[src/rtl/hfd_pkg.sv]
// Shared types and constants for the Huffman tree byte decoder.
package hfd_pkg;

	localparam int BYTE_W  = 8;
	localparam int CHILD_W = 9;
	localparam int LEN_W   = 24;
	localparam int ENTRY_W = 2 * CHILD_W;

	localparam logic [1:0] REQ_LOAD   = 2'd0;
	localparam logic [1:0] REQ_START  = 2'd1;
	localparam logic [1:0] REQ_DECODE = 2'd2;

	typedef logic [ENTRY_W-1:0] entry_t;

	typedef struct packed {
		logic              re;
		logic [BYTE_W-1:0] raddr;
		logic              we;
		logic [BYTE_W-1:0] waddr;
		entry_t            wdata;
	} mem_req_t;

endpackage

[src/rtl/hfd_node_mem.sv]
// Tree node memory: one write port, one read port, registered read data.
module hfd_node_mem #(
	parameter int NUM_NODES = 255
) (
	input  logic              clk,
	input  hfd_pkg::mem_req_t req,
	output hfd_pkg::entry_t   rdata
);

	localparam int AW = (NUM_NODES > 1) ? $clog2(NUM_NODES) : 1;

	hfd_pkg::entry_t mem [NUM_NODES];

	always_ff @(posedge clk) begin
		if (req.we) begin
			mem[req.waddr[AW-1:0]] <= req.wdata;
		end
		if (req.re) begin
			rdata <= mem[req.raddr[AW-1:0]];
		end
	end

endmodule

[config.mk]
export PLATFORM = sky130hd
export DESIGN_NAME = hfd_node_mem
export DESIGN_NICKNAME = d
export VERILOG_FILES = /design/src/rtl/hfd_pkg.sv /design/src/rtl/hfd_node_mem.sv
export SDC_FILE = /design/constraint.sdc
export NUM_CORES = 2
export LEC_CHECK = 0
export BUFFER_PORTS_ARGS = -buffer_cell sky130_fd_sc_hd__buf_2
export CAP_MARGIN = 10
export CORE_MARGIN = 2
export CORE_UTILIZATION = 45
export DETAILED_ROUTE_END_ITERATION = 8
export SETUP_SLACK_MARGIN = 0.1
export SLEW_MARGIN = 20
export SYNTH_ARGS = -nofsm -noshare
export SYNTH_HDL_FRONTEND = slang
export SYNTH_MEMORY_MAX_BITS = 65536
export SYNTH_SLANG_ARGS = --single-unit
[constraint.sdc]
create_clock -name clk -period 3.3 [get_ports clk]
set_input_delay 0.66 -clock clk [delete_from_list [all_inputs] [get_ports clk]]
set_output_delay 0.66 -clock clk [all_outputs]
set_load 0.005 [all_outputs]
* Yosys cells after proc, flatten, opt, wreduce, memory -nomap -nowiden
Memories as Yosys holds them, arrays and structs flattened. A register that Yosys moved wholly into a read port is not among the register bits.
Cells that the tools add are included.
** Storage, ports and cells
- Bits in writable memories :: 4590
- Input port bits :: 37
- Logic and storage cells :: 3
- Output and inout bits :: 18
- Flip-flop bits (word level) :: 0
- Memories :: 1
- Bits in latches :: 0
- ROM bits :: 0
** Cells by class
- Shift-type cells :: 0
- Eq/ne operators :: 0
- Reductions and logical operators :: 0
- Div/mod/pow operators :: 0
- Order comparisons :: 0
- Bitwise operators :: 0
- Add/sub/neg operators :: 0
- Muxes and demuxes :: 2
- Multipliers :: 0
** Memory list
- mem :: depth 255, width 18, rd ports 1, clocked after memory_dff 1, wr ports 1, RTL line hfd_node_mem.sv:12 : hfd_pkg::entry_t mem [NUM_NODES];
** Operators with widths (count)
- $mux 1 :: 2

* Logic depth before layout (Yosys ltp)
- Depth in word-level cells :: 2
- Mapped depth :: 13
- Gate-level depth less buffers :: 7

* Worst setup path after synthesis
No wires, ideal clock.
- Path kind :: input-to-reg
- Start :: input req[18] (netlist name)
- End :: memory mem[237][0] (netlist name) (enable)
- Stages on the path :: 6
- Arrival :: 2.520 ns
- Setup time :: 0.393 ns
- Data required time :: 2.907 ns
- Path buffers :: 3
- Path slack :: 0.388 ns
- Cells stage by stage :: clkbuf_1 nor2b_1 clkbuf_1 nand4_1 clkbuf_1 nor2_1
** RTL lines
- start, declared :: RTL line hfd_node_mem.sv:6 : input hfd_pkg::mem_req_t req,
- end, declared :: RTL line hfd_node_mem.sv:12
No word-level cell before the write port.

==> results_dict.tcl <==
set metrics [dict create \
    floorplan.core_area_mm2 0.397 \
    worst_ep_required_time_ns 4.14 \
    dieArea_mm2 0.404 \
    post_synth_and_or_nand_nor_area_fraction 0.0194 \
    die-width_um 636 \
    drt_iter0_drc 14900 \
    cpLargestDelayFamily "compound AO/OA/AOI/OAI gates" \
    via_count_of_the_first_global_routing_pass 95900 \
    worstSetupPathType "in2reg" \
    synth-async-reset-ratio 0 \
    synth_compound_area_frac 0.0459 \
    hold-path-cell-count 1 \
    cts_max_path_buffers 4 \
    groute.usage.overall 0.268 \
    syn_area_per_cell_um2 20.5 \
    synth_edf_count 4608 \
    cp_slowest_stage_delay_ns 0.79 \
    routed-via-count 98700 \
    leakagePower_nw 69.7 \
    synth_xor_area_frac 0 \
    cts.root.buffer_cell "sky130_fd_sc_hd__clkbuf_16" \
    chipHeight_um 636 \
    timing.final.max_slew_violations 0 \
    pre_cts_slack_ns -1.15 \
    areaGrowthSynthToFinish_pct 17.7 \
    cts_setup_buffers 0 \
    fin_crit_sh 0.978 \
    critical_path_cell_sequence "buf_8, buf_12, buf_12, buf_4, mux4_1, mux2i_1, a2111oi_1, a21oi_1, a2111oi_1, buf_4, or3_1" \
    ctsHtreeMaxLevel 5 \
    drt.antenna.violating_nets 0 \
    most_used_cells_in_the_layout_excluding_fill_and_tap_cells "4,608 x sky130_fd_sc_hd__edfxtp_1, 1,157 x sky130_fd_sc_hd__buf_4, 893 x sky130_fd_sc_hd__mux2i_1" \
    drt_first_pass_iters 6 \
    cts_made_buffers 457 \
    postSynthRegisterBits 4608 \
    critical_path_peak_fanout 30 \
    worst_setup_hold_path_clk_slew_ns 0.06 \
    max_cap_viols 0 \
    post_synth_fa_ha_maj_area_fraction 0 \
    max_vdd_drop_mv 0.461 \
    finalCriticalPeriod_ns 3.23 \
    worstSetupEndpointType "flop" \
    numPortBuffers 54 \
    synth-warning-count 0 \
    viasPerCell 6.25 \
    ios 55 \
    final_routed_wire_length_divided_by_cell_count_um 34.8 \
    layout.cells.most_common "sky130_fd_sc_hd__edfxtp_1" \
    status "completed" \
    crit_slowest_cell "sky130_fd_sc_hd__a2111oi_1" \
    netlist-cell-type-count 75 \
    finalSetupViolations 0 \
    tritoncts "done" \
    detail_route.drc_violations 0 \
    worst_ep_arrival_time_ns 4.07 \
    postLayoutSetupSlackWorst_ns 0.0712 \
    clkSinkCount 4608 \
    synthesis.instances 8763 \
    placed_cells_incl_taps 14900 \
    grt_setup_unrepaired "no" \
    final_hold_viol_count 0 \
    worstRegToRegCells 8 \
    post-dp-hpwl_um 351000 \
    gp_congestion 0.900 \
    grt_pass1_wl_um 762000 \
    synthFlopType "sky130_fd_sc_hd__edfxtp_1" \
    initial_antenna_violation_count 49 \
    clock.fmax_ghz 0.310 \
    num_rows 231 \
    final.setup.tns_ns 0 \
    grt_start_max_net_pins 116 \
    holdCritPathClass "in2reg" \
    post_route_cells_drive_above_1_share 0.293 \
    timing.critical_path.buf_inv 5 \
    postSynthNetCount 8800 \
    crit_cells 11 \
    power-per-cell-area_mw_per_mm2 585 \
    synth_sequential_area_ratio 0.771 \
    hold_slack_ns 0.111 \
    max_slew_margin 0.115 \
    timing_worst_slew_pin_value_ns 1.33 \
    synth_mux_area_frac 0.142 \
    netlist_area_mm2 0.180 \
    clk-insertion-delay-late_ns 1.01 \
    drt_wl_total_um 550000 \
    layout.cells.non_filler 15800 \
    worst_setup_path_start_kind "input pin" \
    design.final.nets 10200 \
    synth_top_family_by_area "multiplexers" \
    globalRoute.totalOverflow 0 \
    post_route_skew_ns 0.0742 \
    start_util 0.453 \
]
report_power, final:
| part | switching (mW) | internal, mW | total [mW] |
|---|---|---|---|
| sequential | 0.134 | 64.5 | 64.7 |
| clock | 22.3 | 28.7 | 51.0 |
| combinational | 5.02 | 2.93 | 7.95 |
Yosys cell counts, types with 6 or more instances:
| master | number | area [um2] |
|---|---|---|
| sky130_fd_sc_hd__a22o_1 | 16 | 140 |
| sky130_fd_sc_hd__a311oi_1 | 9 | 78.8 |
| sky130_fd_sc_hd__buf_12 | 13 | 260 |
| sky130_fd_sc_hd__a211oi_1 | 31 | 233 |
| sky130_fd_sc_hd__nand4_1 | 18 | 113 |
| sky130_fd_sc_hd__o21ai_0 | 140 | 701 |
| sky130_fd_sc_hd__o31ai_1 | 8 | 60.1 |
| sky130_fd_sc_hd__o21a_1 | 8 | 60.1 |
| sky130_fd_sc_hd__edfxtp_1 | 4608 | 138000 |
| sky130_fd_sc_hd__buf_6 | 111 | 1250 |
| sky130_fd_sc_hd__mux4_1 | 57 | 1500 |
| sky130_fd_sc_hd__buf_2 | 122 | 611 |
| sky130_fd_sc_hd__buf_4 | 28 | 210 |
| sky130_fd_sc_hd__o22ai_1 | 244 | 1530 |
| sky130_fd_sc_hd__and3_1 | 9 | 56.3 |
| sky130_fd_sc_hd__mux2_2 | 19 | 214 |
| sky130_fd_sc_hd__clkbuf_1 | 186 | 698 |
| sky130_fd_sc_hd__nand3_1 | 63 | 315 |
| sky130_fd_sc_hd__nor2_1 | 392 | 1470 |
| sky130_fd_sc_hd__and2_1 | 14 | 87.6 |
| sky130_fd_sc_hd__nor3_1 | 75 | 375 |
| sky130_fd_sc_hd__a21oi_1 | 224 | 1120 |
| sky130_fd_sc_hd__nand2b_1 | 7 | 43.8 |
| sky130_fd_sc_hd__o211ai_1 | 20 | 150 |
| sky130_fd_sc_hd__a221oi_1 | 20 | 175 |
| sky130_fd_sc_hd__nor4_1 | 19 | 119 |
| sky130_fd_sc_hd__buf_8 | 45 | 676 |
| sky130_fd_sc_hd__o311ai_0 | 10 | 87.6 |
| sky130_fd_sc_hd__a2111oi_0 | 16 | 140 |
| sky130_fd_sc_hd__mux4_2 | 656 | 14800 |
| sky130_fd_sc_hd__clkbuf_8 | 16 | 220 |
| sky130_fd_sc_hd__a211o_1 | 8 | 70.1 |
| sky130_fd_sc_hd__nand2_1 | 158 | 593 |
| sky130_fd_sc_hd__nor2b_1 | 16 | 100 |
| sky130_fd_sc_hd__or3_1 | 8 | 50.1 |
| sky130_fd_sc_hd__a31oi_1 | 31 | 194 |
| sky130_fd_sc_hd__o32ai_1 | 13 | 114 |
| sky130_fd_sc_hd__a21o_1 | 9 | 67.6 |
| sky130_fd_sc_hd__o22a_1 | 6 | 52.6 |
| sky130_fd_sc_hd__o221ai_1 | 303 | 2650 |
| sky130_fd_sc_hd__mux2i_1 | 893 | 8940 |
| sky130_fd_sc_hd__buf_1 | 22 | 82.6 |
| sky130_fd_sc_hd__a22oi_1 | 22 | 165 |
routing by layer:
layer	global-route usage	up-vias	routed length, um
met1	0.381	52500	217000
li1	-	39600	-
met5	0	-	135
met2	0.408	5727	251000
met3	0.0581	873	60000
met4	0.0988	20	22300
layout make-up:
type                       instances  area (um2)
clock inverter                   283        2660
inverter                           6        37.5
antenna                           61         153
timing repair buffer            1440       13800
tap                             5242        6560
fill                           30500      185000
multi-input combinational       3604       38000
clock buffer                     556       11900
sequential                      4608      138000
through the flow:
step | util | total power [mW] | area (um2)
3_5_place_dp | 0.496 | 73.7 | 197000
6_report | 0.533 | 124 | 211000
4_1_cts | 0.533 | 124 | 211000
2_1_floorplan | - | 69.2 | 180000
5_1_grt | 0.533 | 127 | 211000
3_3_place_gp | 0.496 | 73.6 | 197000
kinds of logic after synthesis:
kind of cell | after synthesis
AND/OR/NAND/NOR | 797
buffers and inverters | 551
flip-flops | 4608
multiplexers | 1626
AO/OA/AOI/OAI | 1181
worst paths after layout:
check,start,endpoint,slack (ns)
worst min-delay path,req[5],mem[109][5],0.11
worst max-delay path,req[28],rdata[15],0.07
worst min register to register,mem[128][6],rdata[6],1.07
worst max register to register,mem[224][13],rdata[13],0.12
flip-flops by register name, indices dropped and copies added (netlist names):
signal and flops:
mem 4590, rdata 18
what timing repair did:
item	CTS	global route
hold endpoints to repair	5	0
hold buffers	1	0
resized for setup	3	1
endpoints found under the setup margin	3	1
(Power assumes the default switching activity.)
