$ cat config.mk
export PLATFORM = sky130hd
export DESIGN_NAME = hfd_walk
export DESIGN_NICKNAME = d
export VERILOG_FILES = /design/src/rtl/hfd_pkg.sv /design/src/rtl/hfd_walk.sv
export SDC_FILE = /design/constraint.sdc
export NUM_CORES = 1
export LEC_CHECK = 0
export ABC_AREA = 0
export BUFFER_PORTS_ARGS = -buffer_cell sky130_fd_sc_hd__buf_2
export CORE_ASPECT_RATIO = 1.75
export CORE_MARGIN = 3
export CORE_UTILIZATION = 50
export CTS_CLUSTER_DIAMETER = 60
export CTS_CLUSTER_SIZE = 24
export DETAILED_ROUTE_END_ITERATION = 8
export GPL_ROUTABILITY_DRIVEN = 0
export PLACE_DENSITY_LB_ADDON = 0.05
export SLEW_MARGIN = 15
export SYNTH_ARGS = -nofsm -noshare
export SYNTH_HDL_FRONTEND = slang
export SYNTH_SLANG_ARGS = --single-unit
$ cat constraint.sdc
create_clock -name clk -period 7.8 [get_ports clk]
set_input_delay 1.56 -clock clk [delete_from_list [all_inputs] [get_ports clk]]
set_output_delay 1.56 -clock clk [all_outputs]
set_load 0.02 [all_outputs]
$ cat src/rtl/hfd_pkg.sv
// Shared types and constants for the Huffman tree byte decoder.
package hfd_pkg;

	localparam int BYTE_W  = 8;
	localparam int CHILD_W = 9;
	localparam int LEN_W   = 24;
	localparam int ENTRY_W = 2 * CHILD_W;

	localparam logic [1:0] REQ_LOAD   = 2'd0;
	localparam logic [1:0] REQ_START  = 2'd1;
	localparam logic [1:0] REQ_DECODE = 2'd2;

	typedef logic [ENTRY_W-1:0] entry_t;

	typedef struct packed {
		logic              re;
		logic [BYTE_W-1:0] raddr;
		logic              we;
		logic [BYTE_W-1:0] waddr;
		entry_t            wdata;
	} mem_req_t;

endpackage

$ cat src/rtl/hfd_walk.sv
// Request decode, bit-serial tree walk, pending result and output register.
module hfd_walk #(
	parameter int NUM_NODES = 255
) (
	input  logic                         clk,
	input  logic                         arst_n,
	input  logic                         in_valid,
	output logic                         in_ready,
	input  logic [1:0]                   req_type,
	input  logic [hfd_pkg::BYTE_W-1:0]   node_index,
	input  logic [hfd_pkg::CHILD_W-1:0]  child_zero,
	input  logic [hfd_pkg::CHILD_W-1:0]  child_one,
	input  logic [hfd_pkg::LEN_W-1:0]    out_length,
	input  logic [hfd_pkg::BYTE_W-1:0]   src_byte,
	output hfd_pkg::mem_req_t            mem_req,
	input  hfd_pkg::entry_t              rdata,
	output logic                         out_valid,
	input  logic                         out_ready,
	output logic [hfd_pkg::BYTE_W-1:0]   out_byte,
	output logic                         last_of_item,
	output logic                         expansion_done
);

	localparam logic [hfd_pkg::BYTE_W-1:0] HEAD  = hfd_pkg::BYTE_W'(NUM_NODES - 1);
	localparam logic [hfd_pkg::BYTE_W-1:0] NODES = hfd_pkg::BYTE_W'(NUM_NODES);

	localparam logic [1:0] ST_IDLE  = 2'd0;
	localparam logic [1:0] ST_WALK  = 2'd1;
	localparam logic [1:0] ST_FLUSH = 2'd2;

	logic [1:0]                       state_q;
	logic [hfd_pkg::BYTE_W-1:0]       cur_q;
	logic [hfd_pkg::LEN_W-1:0]        left_q;
	logic [2:0]                       bit_q;
	logic [hfd_pkg::BYTE_W-1:0]       src_q;
	logic                             pend_vld_q;
	logic [hfd_pkg::BYTE_W-1:0]       pend_byte_q;
	logic                             pend_done_q;
	logic                             out_vld_q;
	logic [hfd_pkg::BYTE_W-1:0]       out_byte_q;
	logic                             out_last_q;
	logic                             out_done_q;

	logic                             take;
	logic [hfd_pkg::CHILD_W-1:0]      child;
	logic                             is_leaf;
	logic                             node_ok;
	logic [hfd_pkg::BYTE_W-1:0]       next_node;
	logic [hfd_pkg::LEN_W-1:0]        left_dec;
	logic                             left_zero;
	logic                             out_free;
	logic                             stall;
	logic                             adv;
	logic                             last_bit;
	logic                             push;
	logic                             push_last;

	assign in_ready  = (state_q == ST_IDLE);
	assign take      = in_valid && in_ready;
	assign child     = src_q[bit_q] ? rdata[hfd_pkg::ENTRY_W-1:hfd_pkg::CHILD_W]
	                                : rdata[hfd_pkg::CHILD_W-1:0];
	assign is_leaf   = !child[hfd_pkg::CHILD_W-1];
	assign node_ok   = child[hfd_pkg::BYTE_W-1:0] < NODES;
	assign next_node = (is_leaf || !node_ok) ? HEAD : child[hfd_pkg::BYTE_W-1:0];
	assign left_dec  = left_q - hfd_pkg::LEN_W'(1);
	assign left_zero = (left_dec == '0);
	assign out_free  = !out_vld_q || out_ready;
	assign stall     = is_leaf && pend_vld_q && !out_free;
	assign adv       = (state_q == ST_WALK) && !stall;
	assign last_bit  = (bit_q == 3'd7) || (is_leaf && left_zero);
	assign push_last = (state_q == ST_FLUSH) && out_free;
	assign push      = (adv && is_leaf && pend_vld_q) || push_last;

	always_comb begin
		mem_req.re    = (take && req_type == hfd_pkg::REQ_DECODE && left_q != '0)
		             || (adv && !last_bit);
		mem_req.raddr = (state_q == ST_IDLE) ? cur_q : next_node;
		mem_req.we    = take && req_type == hfd_pkg::REQ_LOAD && node_index < NODES;
		mem_req.waddr = node_index;
		mem_req.wdata = {child_one, child_zero};
	end

	always_ff @(posedge clk or negedge arst_n) begin
		if (!arst_n) begin
			state_q    <= ST_IDLE;
			cur_q      <= HEAD;
			left_q     <= '0;
			bit_q      <= '0;
			pend_vld_q <= 1'b0;
			out_vld_q  <= 1'b0;
		end else begin
			case (state_q)
				ST_IDLE: begin
					if (take) begin
						case (req_type)
							hfd_pkg::REQ_START: begin
								left_q <= out_length;
								cur_q  <= HEAD;
							end
							hfd_pkg::REQ_DECODE: begin
								if (left_q != '0) begin
									bit_q   <= '0;
									state_q <= ST_WALK;
								end
							end
							default: begin
							end
						endcase
					end
				end
				ST_WALK: begin
					if (adv) begin
						cur_q <= next_node;
						if (is_leaf) begin
							left_q     <= left_dec;
							pend_vld_q <= 1'b1;
						end
						if (last_bit) begin
							state_q <= (is_leaf || pend_vld_q) ? ST_FLUSH : ST_IDLE;
						end else begin
							bit_q <= bit_q + 3'd1;
						end
					end
				end
				ST_FLUSH: begin
					if (out_free) begin
						pend_vld_q <= 1'b0;
						state_q    <= ST_IDLE;
					end
				end
				default: begin
					state_q <= ST_IDLE;
				end
			endcase
			if (push) begin
				out_vld_q <= 1'b1;
			end else if (out_ready) begin
				out_vld_q <= 1'b0;
			end
		end
	end

	always_ff @(posedge clk) begin
		if (take && req_type == hfd_pkg::REQ_DECODE) begin
			src_q <= src_byte;
		end
		if (adv && is_leaf) begin
			pend_byte_q <= child[hfd_pkg::BYTE_W-1:0];
			pend_done_q <= left_zero;
		end
		if (push) begin
			out_byte_q <= pend_byte_q;
			out_last_q <= push_last;
			out_done_q <= pend_done_q;
		end
	end

	assign out_valid      = out_vld_q;
	assign out_byte       = out_byte_q;
	assign last_of_item   = out_last_q;
	assign expansion_done = out_done_q;

endmodule

; ---- Yosys cells after proc, flatten, opt, wreduce, memory -nomap -nowiden
; Index checks and enable logic that the tools add are counted.
[classes]
n_bitwise = 0
n_eq_ne = 14
n_mul = 0
n_addsub = 2
magnitude_cmp = 3
n_mux = 34
n_div = 0
n_reduce_logical = 37
shifts = 0
[op_table]
columns = cell, count
row1 = 24-bit 2-to-1 mux, 4
row2 = 24-bit case mux with 2 select lines, 1
row3 = 8-bit 2-to-1 mux, 5
row4 = 24-bit logical NOT, 1
row5 = 24-bit nonzero test, 1
row6 = "24-bit by 1-bit subtractor with 24-bit output, second input constant", 1
row7 = "8-bit less-than comparator, second input constant", 2
row8 = 8-bit case mux with 2 select lines, 1
row9 = 3-bit 2-to-1 mux, 5
row10 = 2-bit 2-to-1 mux, 7
row11 = 1-bit logical AND, 13
row12 = 6-bit AND reduction, 2
row13 = "2-bit != test, second input constant", 5
row14 = 9-bit 2-to-1 mux, 1
row15 = "2-bit by 1-bit != test with 1-bit output, second input constant", 4
row16 = 4-bit AND reduction, 2
row17 = 1-bit logical NOT, 6
row18 = 1-bit logical OR, 6
row19 = 1-bit 2-to-1 mux, 6
row20 = 2-bit case mux with 3 select lines, 1
row21 = 3-bit case mux with 2 select lines, 1
row22 = 2-bit nonzero test, 3
row23 = 5-bit AND reduction, 1
row24 = "2-bit by 1-bit equality test with 1-bit output, second input constant", 2
row25 = 7 further kinds, 9
[totals]
register_bits = 66
ram_bits = 0
latch_bits = 0
elab_cells = 102
mem_count = 0
mem_bits_ro = 0

; ---- Logic depth before layout (Yosys ltp)
[logic_depth]
ltp_word = 12
ltp_mapped = 11
mapped_depth_nobuf = 9

; ---- Worst setup path after synthesis
; No wires, ideal clock.
[synth_timing]
path_type = input to output
from = input port in_valid
to = output port mem_req[35] (netlist name)
stages = 4
arrival_time_ns = 2.876
n_path_buf = 0
required_time_ns = 6.240
setup_slack_ns = 3.364
path_cell_list = nand2_1 nor3b_1 o21ai_1 o31ai_1
[synth_rtl]
columns = item, line
row1 = from (decl), hfd_walk.sv:7  ; input logic in_valid,
row2 = to (decl), hfd_walk.sv:15  ; output hfd_pkg::mem_req_t mem_req,

==> flow_metrics.env <==
export IMPL_outcome="finished clean"
export IMPL_power_switching_share=0.4450
export IMPL_clk_latency_ps=330
export IMPL_post_cts_setup_buffers=0
export IMPL_arrival_ps=3380
export IMPL_num_rows=42
export IMPL_synth_seq_area_share=0.4585
export IMPL_fin_nets=571
export IMPL_antenna_found_initial=0
export IMPL_synthDistinctLibCells=62
export IMPL_fin_skew_ps=4.256
export IMPL_netlist_area_um2=3916
export IMPL_syn_mean_instance_area_um2=9.258
export IMPL_grt_setup_unrepaired="no"
export IMPL_start_util=0.5175
export IMPL_cts_resized_gates=0
export IMPL_clkSinkCount=66
export IMPL_dr_pass1_iters=4
export IMPL_clockRootBuffer="clkbuf_16"
export IMPL_fmax_mhz=202.3
export IMPL_p_leak_nw=1.849
export IMPL_io_pins=130
export IMPL_ys_warn_count=0
export IMPL_cp_required_ps=6240
export IMPL_dieWidth_um=72.90
export IMPL_drt_vias_per_instance=5.945
export IMPL_cts_buffers=9
export IMPL_syn_inst=423
export IMPL_pwr_share_seq=0.343
export IMPL_internal_power_mw=1.084
export IMPL_ctsHoldBuffers=0
export IMPL_io_buffers=93
export IMPL_setup_tns_ps=0
export IMPL_first_iter_violations=197
export IMPL_core_area_um2=7567
export IMPL_holdWs_ps=417.6
export IMPL_cp_start_kind="register"
export IMPL_grt_use_total=0.2203
export IMPL_maxSlewViolCount=0
export IMPL_antenna_left=0
export IMPL_slew_headroom=0.2916
export IMPL_mostFrequentLayoutCells="93 x buf_2, 55 x nor2_1, 35 x a21oi_1"
export IMPL_min_period_over_period=0.6338
export IMPL_fin_crit_ps=4944
export IMPL_wirelength_um=9494
export IMPL_wire_per_inst_um=16.43
export IMPL_ctsHtreeMaxLevel=3
export IMPL_syn_num_nets=509
export IMPL_grt_max_degree=45
export IMPL_synth_edf_count=27
export IMPL_setup_viol=0
export IMPL_crit_fanout=12
export IMPL_synth_seq_cells=66
export IMPL_netSwitchingPower_uw=869.1
export IMPL_finalHoldViolCount=0
export IMPL_drc=0
export IMPL_area_growth_pct=15.24
export IMPL_end_kind="output port"
export IMPL_diodes=0
export IMPL_via_count=3436
export IMPL_p_comb_frac=0.473
export IMPL_drive_gt1_frac=0.2714
export IMPL_clk_pin_slew_ps=50
export IMPL_grt_overflow_total=0
export IMPL_grt_pass1_vias=3230
export IMPL_final_common_cell="buf_2"
export IMPL_ys_flop_type="dfrtp_1"
export IMPL_cts_tree="built"
export IMPL_drv_cap=0
export IMPL_hp_class="reg2reg"
export IMPL_hpwlAfterDp_um=7079
export IMPL_die_h_um=123.1
export IMPL_grt_pass1_wl_um=15140
export IMPL_critPathKind="reg2out"
export IMPL_ir_worst_vdd_mv=0.1987
export IMPL_worst_pin_slew_ps=1063
export IMPL_async_flop_share=0.5909
export IMPL_cts_buffer_depth=2
export IMPL_pwr_share_clk=0.183
export IMPL_power_density_nw_per_um2=432.7
export IMPL_die_area_um2=8972
-- worst paths after layout --
kind                                      from           to  slack (ps)  cells past startpoint
max in group asynchronous               arst_n   state_q[0]        5870                      1
min in group asynchronous               arst_n    left_q[8]        1360                      1
worst min-delay path            pend_byte_q[7]  out_byte[7]         420                      0
worst max register to register       left_q[8]     bit_q[2]        4650                      7
worst min register to register  pend_byte_q[7]  out_byte[7]         420                      0
worst max-delay path                 left_q[8]  mem_req[35]        2860                      7
-- cells in the mapped netlist, types with 7 or more instances --
master	number	area (um2)
nor2_1	55	206.5
a21oi_1	35	175.2
o21ai_0	33	165.2
dfrtp_1	32	800.8
edfxtp_1	27	810.8
buf_4	26	195.2
nand2_1	26	97.59
clkbuf_1	18	67.56
nor3_1	16	80.08
inv_1	14	52.55
mux2i_1	13	130.1
a31oi_1	11	68.82
nand3_1	8	40.04
nand4_1	8	50.05
nor4_1	8	50.05
dfstp_2	7	183.9
-- worst max-delay path: stages (launching register included) --
cell,delay (ps)
dfrtp_1,500
or4_1,580
nor4_1,580
xor2_1,230
a2111o_1,480
nor4_4,370
o31ai_1,120
buf_2,190
-- logic make-up (layout without fill, tap and decap cells) --
family                   count (synthesis)  after routing  share of synthesized area
multiplexers                            18             18                    0.05335
AO/OA/AOI/OAI                          117            117                     0.1815
flip-flops                              66             66                     0.4585
XOR/XNOR                                 1              1                   0.002237
buffers and inverters                   61            128                    0.08562
AND/OR/NAND/NOR                        156            156                     0.2061
adder cells (fa/ha/maj)                  4              4                    0.01278
-- power by group through the flow --
stage	sequential [mW]	clock, mW	combinational [mW]
2_1_floorplan	0.661	0	0.694
3_3_place_gp	0.666	0	0.914
3_5_place_dp	0.674	0	0.928
4_1_cts	0.669	0.367	0.931
5_1_grt	0.693	0.380	1.04
6_report	0.670	0.358	0.924
-- layout make-up --
cell class                 count  area [um2]
timing repair buffer          98       503.0
clock buffer                  11       232.7
sequential                    66        1795
tap                           88       110.1
clock inverter                 5       31.28
multi-input combinational    296        1788
inverter                      14       52.55
fill                         706        3054
-- flip-flops by register name, summed over array words and instances, names as in the netlist --
register,cells
out_valid,1
pend_byte_q,8
out_byte,8
state_q,2
bit_q,3
last_of_item,1
expansion_done,1
pend_vld_q,1
src_q,8
left_q,24
cur_q,8
pend_done_q,1
-- layer usage --
metal | track usage | share of wire | routed length, um | up-vias
li1 | - | - | - | 1666
met1 | 0.2365 | 0.37 | 3505 | 1605
met2 | 0.3931 | 0.53 | 5002 | 134
met3 | 0.04638 | 0.061 | 582 | 31
met4 | 0.1201 | 0.043 | 404 | 0
met5 | 0 | 0 | 0 | -
-- through the flow --
step,cell area [um2],util,worst slack [ps],cells,total power [mW]
2_1_floorplan,3916,-,3364,423,1.355
3_3_place_gp,4249,0.5615,3363,562,1.580
3_5_place_dp,4249,0.5615,3298,562,1.602
4_1_cts,4513,0.5964,2902,578,1.966
5_1_grt,4513,0.5964,2682,578,2.111
6_report,4513,0.5964,2856,578,1.953
No activity file was read; power rests on OpenSTA's default activity.
